===== config.mk =====
export PLATFORM = sky130hd
export DESIGN_NAME = wds_seq
export DESIGN_NICKNAME = d
export VERILOG_FILES = /design/src/rtl/wds_pkg.sv /design/src/rtl/wds_seq.sv
export SDC_FILE = /design/constraint.sdc
export NUM_CORES = 1
export LEC_CHECK = 0
export BUFFER_PORTS_ARGS = -buffer_cell sky130_fd_sc_hd__buf_4
export CAP_MARGIN = 20
export CORE_MARGIN = 1.5
export CORE_UTILIZATION = 48
export CTS_CLUSTER_DIAMETER = 50
export DETAILED_ROUTE_END_ITERATION = 6
export MAX_ROUTING_LAYER = met4
export PLACE_DENSITY = 0.85
export SLEW_MARGIN = 20
export SYNTH_ARGS = -nofsm -noshare
export SYNTH_HDL_FRONTEND = slang
export SYNTH_SLANG_ARGS = --single-unit
export TNS_END_PERCENT = 10

===== constraint.sdc =====
create_clock -name aclk -period 2.1 [get_ports aclk]
set_input_delay 0.315 -clock aclk [delete_from_list [all_inputs] [get_ports aclk]]
set_output_delay 0.315 -clock aclk [all_outputs]
set_load 0.02 [all_outputs]

===== src/rtl/wds_pkg.sv =====
// Shared types, constants and the control program of the weighted discrete sampler.
// Used by wds_seq and weighted_discrete_sampler_top; depends on nothing else.
package wds_pkg;

    // Field widths and the default table depth.
    localparam int VALUE_W             = 32;
    localparam int WEIGHT_W            = 16;
    localparam int DRAW_W              = 14;
    localparam int TOTAL_W             = 24;
    localparam int STATUS_W            = 2;
    localparam int TABLE_DEPTH_DEFAULT = 256;

    // Scale of the draw: a draw r stands for r / 10000.
    localparam logic [DRAW_W-1:0] DRAW_SCALE = 14'd10000;
    localparam logic [TOTAL_W-1:0] TOTAL_MAX = {TOTAL_W{1'b1}};

    // Result status codes.
    localparam logic [STATUS_W-1:0] ST_OK   = 2'd0;
    localparam logic [STATUS_W-1:0] ST_FULL = 2'd1;
    localparam logic [STATUS_W-1:0] ST_NONE = 2'd2;

    // Request kinds carried on the input tuser.
    localparam logic FUNC_APPEND = 1'b0;
    localparam logic FUNC_SAMPLE = 1'b1;

    // Program addresses.
    localparam int STEP_W = 4;
    localparam logic [STEP_W-1:0] S_IDLE   = 4'd0;
    localparam logic [STEP_W-1:0] S_APPEND = 4'd1;
    localparam logic [STEP_W-1:0] S_INIT   = 4'd2;
    localparam logic [STEP_W-1:0] S_READ   = 4'd3;
    localparam logic [STEP_W-1:0] S_ACC    = 4'd4;
    localparam logic [STEP_W-1:0] S_MUL    = 4'd5;
    localparam logic [STEP_W-1:0] S_CMP    = 4'd6;
    localparam logic [STEP_W-1:0] S_MISS   = 4'd7;
    localparam logic [STEP_W-1:0] S_HIT    = 4'd8;
    localparam logic [STEP_W-1:0] S_EMIT   = 4'd9;

    // Datapath action of one step.
    typedef enum logic [3:0] {
        ACT_NONE,
        ACT_APPEND,
        ACT_INIT,
        ACT_READ,
        ACT_ACC,
        ACT_MUL,
        ACT_MISS,
        ACT_HIT,
        ACT_EMIT
    } act_t;

    // How the step counter moves on.
    typedef enum logic [2:0] {
        C_NEXT,
        C_JUMP,
        C_DISPATCH,
        C_EMPTY,
        C_SCAN,
        C_EMIT
    } cond_t;

    // One control word of the program.
    typedef struct packed {
        logic              ready;
        act_t              act;
        cond_t             cond;
        logic [STEP_W-1:0] target;
        logic [STEP_W-1:0] alt;
    } ctl_t;

    // Datapath conditions seen by the sequencer.
    typedef struct packed {
        logic accept;
        logic func;
        logic empty;
        logic hit;
        logic more;
        logic out_free;
    } flags_t;

    // The control program. A sample scans one entry every four steps.
    function automatic ctl_t ucode(input logic [STEP_W-1:0] step);
        ctl_t cw;
        cw = '{ready: 1'b0, act: ACT_NONE, cond: C_JUMP, target: S_IDLE, alt: S_IDLE};
        case (step)
            S_IDLE:   cw = '{1'b1, ACT_NONE,   C_DISPATCH, S_APPEND, S_INIT};
            S_APPEND: cw = '{1'b0, ACT_APPEND, C_JUMP,     S_EMIT,   S_IDLE};
            S_INIT:   cw = '{1'b0, ACT_INIT,   C_EMPTY,    S_MISS,   S_IDLE};
            S_READ:   cw = '{1'b0, ACT_READ,   C_NEXT,     S_IDLE,   S_IDLE};
            S_ACC:    cw = '{1'b0, ACT_ACC,    C_NEXT,     S_IDLE,   S_IDLE};
            S_MUL:    cw = '{1'b0, ACT_MUL,    C_NEXT,     S_IDLE,   S_IDLE};
            S_CMP:    cw = '{1'b0, ACT_NONE,   C_SCAN,     S_HIT,    S_READ};
            S_MISS:   cw = '{1'b0, ACT_MISS,   C_JUMP,     S_EMIT,   S_IDLE};
            S_HIT:    cw = '{1'b0, ACT_HIT,    C_NEXT,     S_IDLE,   S_IDLE};
            S_EMIT:   cw = '{1'b0, ACT_EMIT,   C_EMIT,     S_IDLE,   S_IDLE};
            default:  cw = '{1'b0, ACT_NONE,   C_JUMP,     S_IDLE,   S_IDLE};
        endcase
        return cw;
    endfunction

endpackage


===== src/rtl/wds_seq.sv =====
// Step counter and program table of the weighted discrete sampler.
// Depends on wds_pkg for the control word, the condition flags and the program.
module wds_seq (
    input  logic            aclk,
    input  logic            aresetn,
    input  wds_pkg::flags_t flags,
    output wds_pkg::ctl_t   cw
);

    logic [wds_pkg::STEP_W-1:0] step_reg;
    logic [wds_pkg::STEP_W-1:0] step_next;

    // Current control word straight from the program table.
    assign cw = wds_pkg::ucode(step_reg);

    // Next step: fall through, jump, or branch on a datapath condition.
    always_comb begin
        case (cw.cond)
            wds_pkg::C_NEXT:     step_next = step_reg + 1'b1;
            wds_pkg::C_JUMP:     step_next = cw.target;
            wds_pkg::C_DISPATCH: begin
                if (flags.accept) begin
                    step_next = (flags.func == wds_pkg::FUNC_SAMPLE) ? cw.alt : cw.target;
                end else begin
                    step_next = step_reg;
                end
            end
            wds_pkg::C_EMPTY:    step_next = flags.empty ? cw.target : step_reg + 1'b1;
            wds_pkg::C_SCAN: begin
                if (flags.hit) begin
                    step_next = cw.target;
                end else if (flags.more) begin
                    step_next = cw.alt;
                end else begin
                    step_next = step_reg + 1'b1;
                end
            end
            wds_pkg::C_EMIT:     step_next = flags.out_free ? cw.target : step_reg;
            default:             step_next = wds_pkg::S_IDLE;
        endcase
    end

    // Step counter.
    always_ff @(posedge aclk) begin
        if (!aresetn) begin
            step_reg <= wds_pkg::S_IDLE;
        end else begin
            step_reg <= step_next;
        end
    end

endmodule


* Yosys cells after proc, flatten, opt, wreduce, memory -nomap -nowiden
Memories as Yosys holds them, arrays and structs flattened. A register that Yosys moved wholly into a read port is not among the register bits.
Index checks and enable logic that the tools add are counted.
W data, S select, Z words.
** Storage, ports and cells
- Register bits :: 4
- Bits in read-only memories :: 224
- Input bits :: 8
- Output and inout port bits :: 16
- Word-level logic and storage cells :: 21
- Memories :: 1
** Cells by class
- $add $sub $neg :: 1
- Equality and inequality tests :: 7
- Muxes and demuxes :: 9
- Reduce and logical (&&, ||, !) cells :: 2
** Memory list
- (no name shown) :: depth 16, width 14, rd ports 1, clocked after Yosys merged registers in 1, write ports 0, RTL line wds_pkg.sv:85 : case (step)
** Operators with widths (count)
- $mux W4 :: 8
- $pmux W4 S6 :: 1
- $eq A3 B2 Y1 const B :: 2
- $eq A3 B3 Y1 const B :: 2
- $add A4 B1 Y4 const B :: 1
- $ne A2 B2 Y1 const B :: 2
- $eq A3 B1 Y1 const B :: 1
- $logic_not A3 Y1 :: 1
- $reduce_and A2 Y1 :: 1

* Longest topological paths before layout
- Word-level depth :: 6
- Mapped depth :: 11
- Depth with buffers taken out :: 9

* Worst setup path after synthesis
No wires, ideal clock.
- Kind :: register to register
- Start point :: register, netlist name cw[9]
- End point :: register, netlist name cw[13]
- Library setup time :: 0.101 ns
- Arrival time :: 2.166 ns
- Data required time :: 1.999 ns
- Path slack :: -0.167 ns
- Stages on the path, launching flop included :: 7
- Buffers on the path :: 0
- Clock period less this slack :: 2.267 ns
- Cell sequence :: dfxtp_1 or3b_4 o22ai_4 a21oi_2 a311o_2 ha_1 o41ai_1
** Between the ends
- Word-level cells in the longest chain between the ends :: 5
- Elaborated cells between the ends (all ways) :: 12
- Those cells by class :: eq/ne (7); mux (3); reduce/logical (2)
** Ends and longest elaborated chain
- $eq A3 B2 Y1 / $eq A3 B3 Y1 (equally long branches) :: RTL line wds_seq.sv:18 : case (cw.cond)
- $ne A2 B2 Y1 (no line)
- $reduce_and A2 Y1 (no line)
- $mux W4 (no line) * (2 in series)
Mark *: on every way between the ends. The rest lies on a longest branch, timed or not.
A chain may end at the register's enable or synchronous reset.

* Worst setup path after layout
- Start point :: register, netlist name cw[9]
- End point :: register, netlist name cw[8]
** Between the ends
- Word-level cells in the longest chain between the ends :: 5
- Elaborated cells between the ends (all ways) :: 12
- Those cells by class :: eq/ne (7); mux (3); reduce/logical (2)
** Ends and longest elaborated chain (RTL line)
- $eq A3 B2 Y1 / $eq A3 B3 Y1 (equally long branches) :: wds_seq.sv:18
- $ne A2 B2 Y1 (no line)
- $reduce_and A2 Y1 (no line)
- $mux W4 (no line) * (2 in series)
Marks and branches as above.

==> flow_metrics.tcl <==
set metrics [dict create \
    layout_commonest_cell "buf_4" \
    ys_seq_area_frac 0.305 \
    grt_max_degree 14 \
    period_share 1.05 \
    synth-compound-area-share 0.302 \
    r2r_slack_ps -100 \
    synth_edf_count 0 \
    synthArstFlopShare 0 \
    nets 191 \
    ir_drop_v 0.00104 \
    crit_path_start_kind "register" \
    clk_latency_ps 290 \
    grt_pass1_wl_um 4820 \
    synth_simple_gate_area_frac 0.209 \
    r2r_cells 8 \
    fillers 165 \
    path_class "reg -> reg" \
    first_pass_iters 4 \
    cp_data_required_time_ps 2270 \
    ant_nets 0 \
    dieHeight_um 51.2 \
    clock_skew_ps 8.30 \
    drive_gt1_frac 0.503 \
    syn-cell-area_um2 1110 \
    clock_path_buffers 2 \
    setup_slack_ps -102 \
    initial_core_util 0.504 \
    period_needed_ps 2200 \
    cts_htree_levels 1 \
    multi_input_area_um2 778 \
    io_pins 24 \
    final.setup.tns_ps -172 \
    cts_num_sinks 17 \
    ys.flop_type "dfxtp_1" \
    path_depth 8 \
    num_vias 1208 \
    yosysUniqueCellTypes 51 \
    largest_register_ffs 13 \
    setup_violations 4 \
    dp_hpwl_um 2300 \
    clockRootBuffer "clkbuf_4" \
    die_x_um 51.2 \
    yosys.area_share.adder 0.0561 \
    antenna_found_initial 0 \
    cpMaxStageDelayCell "or3b_4" \
    rsz0062_at_grt "true" \
    yosys_warnings 0 \
    cap_viol_max_count 0 \
    synth_mux_area_frac 0.0281 \
    pre_cts_ws_ps -148 \
    wirelength_um 3250 \
    grt_remaining_overflow 0 \
    min_path_cells 3 \
    portBuffers 21 \
    status "finished, violations left" \
    clk_pin_slew_worst_paths_ps 90 \
    grt_pass1_vias 1095 \
    drcViolationCount 0 \
    synth_area_per_cell_um2 8.78 \
    cts_hold_buf 0 \
    synth_top_family_by_area "compound AO/OA/AOI/OAI gates" \
    violations "negative setup slack" \
    worst-path-buf-inv 1 \
    fin_util 0.732 \
    antenna_cells 0 \
    cpPeakStageDelay_ps 400 \
    crit_chain "or3b_4 -> o22ai_4 -> buf_4 -> a21oi_2 -> a311o_2 -> ha_1 -> o21ai_1 -> a31oi_1" \
    ys_seq_elements 17 \
    gp_congestion 0.964 \
    hold_class "in -> reg" \
    final_cell_mix "52 x buf_4, 12 x dfxtp_1, 7 x nand2_1" \
    via_per_inst 5.89 \
    p_per_area_nw_per_um2 1290 \
    endpoint_kind "register" \
    cp_max_fo 6 \
    synth-xor-area-share 0.0157 \
    grt_use_total 0.251 \
    die_area_um2 2620 \
    seqCellArea_um2 349 \
    cts_buffers 3 \
    core-area_um2 2210 \
    wl_per_cell_um 15.9 \
    drtIter0Drc 21 \
    leakagePower_nw 0.748 \
    crit_family "compound AO/OA/AOI/OAI gates" \
    placementRows 17 \
    synthCells 127 \
    drv_slew 0 \
    hold_violations 0 \
    arrival_ps 2370 \
    cts_tree "yes" \
    area_growth_pct 45.3 \
    clock.fmax_ghz 0.454 \
]
-- report_power, final --
group	switching, W	internal [W]	total [W]
Combinational	0.000695	0.000690	0.00138
Sequential	0.0000895	0.000438	0.000528
Clock	0.0000961	0.0000739	0.000170
Total	0.000881	0.00120	0.00208
-- metrics by stage --
step	power [W]	hold WS [ps]	area (µm²)	instances
floorplan	0.00125	616	1140	128
global placement	0.00166	655	1430	189
detailed placement	0.00170	654	1430	189
CTS	0.00194	355	1520	196
global route	0.00222	353	1620	205
finish	0.00208	359	1620	205
-- worst paths after layout --
kind / startpoint / endpoint
hold / removal: aresetn / cw[1]$_SDFF_PP0_
setup reg to reg: cw[9]$_SDFF_PP0_ / cw[8]$_DFF_P_
hold reg to reg: step_reg[3]$_SDFFE_PN0N_ / cw[12]$_DFF_P_
setup / recovery: cw[9]$_SDFF_PP0_ / cw[8]$_DFF_P_
-- metal layers --
layer | wire (µm) | up-vias | track usage
met2 | 1710 | 57 | 0.448
met5 | 0 | - | -
met4 | 82 | 0 | 0.104
met3 | 158 | 11 | 0.0409
li1 | - | 570 | -
met1 | 1300 | 570 | 0.276
-- tightest hold or removal path, stage by stage --
cell	delay (ps)
buf_4	140
nand3_2	90
a21oi_1	60
-- synth_stat cells, types with 4 or more instances --
cell type  instances  area (µm²)
ha_1               5        62.6
a21o_1             4        30.0
nand3_1            4        20.0
buf_4              8        60.1
dfxtp_1           17         340
o21ai_0            5        25.0
and3_1             4        25.0
inv_1              8        30.0
nand2_1            7        26.3
nor2_1             4        15.0
a21oi_1            5        25.0
-- cells by family (layout without fill, tap and decap cells) --
logic type      after synthesis  after routing
fa+ha+maj                     5              5
mux                           3              3
flops                        17             17
simple gates                 40             40
other cells                   1              2
xor+xnor                      2              2
buf+inv                      16             65
compound gates               43             43
-- final cells by class --
class	instances	share of cell area
Timing Repair Buffer	53	0.248
Tap cell	28	0.0216
Clock buffer	4	0.0162
Sequential cell	17	0.215
Multi-Input combinational cell	95	0.480
Inverter	8	0.0185
-- timing repair --
| action | CTS | global route |
|---|---|---|
| setup buffers | 3 | 9 |
| hold endpoints to repair | 0 | 0 |
| endpoints found under the setup margin | 3 | 14 |
| pin swaps | 9 | 6 |
| gates resized for setup | 10 | 8 |
Power figures use the tool's default switching activity.
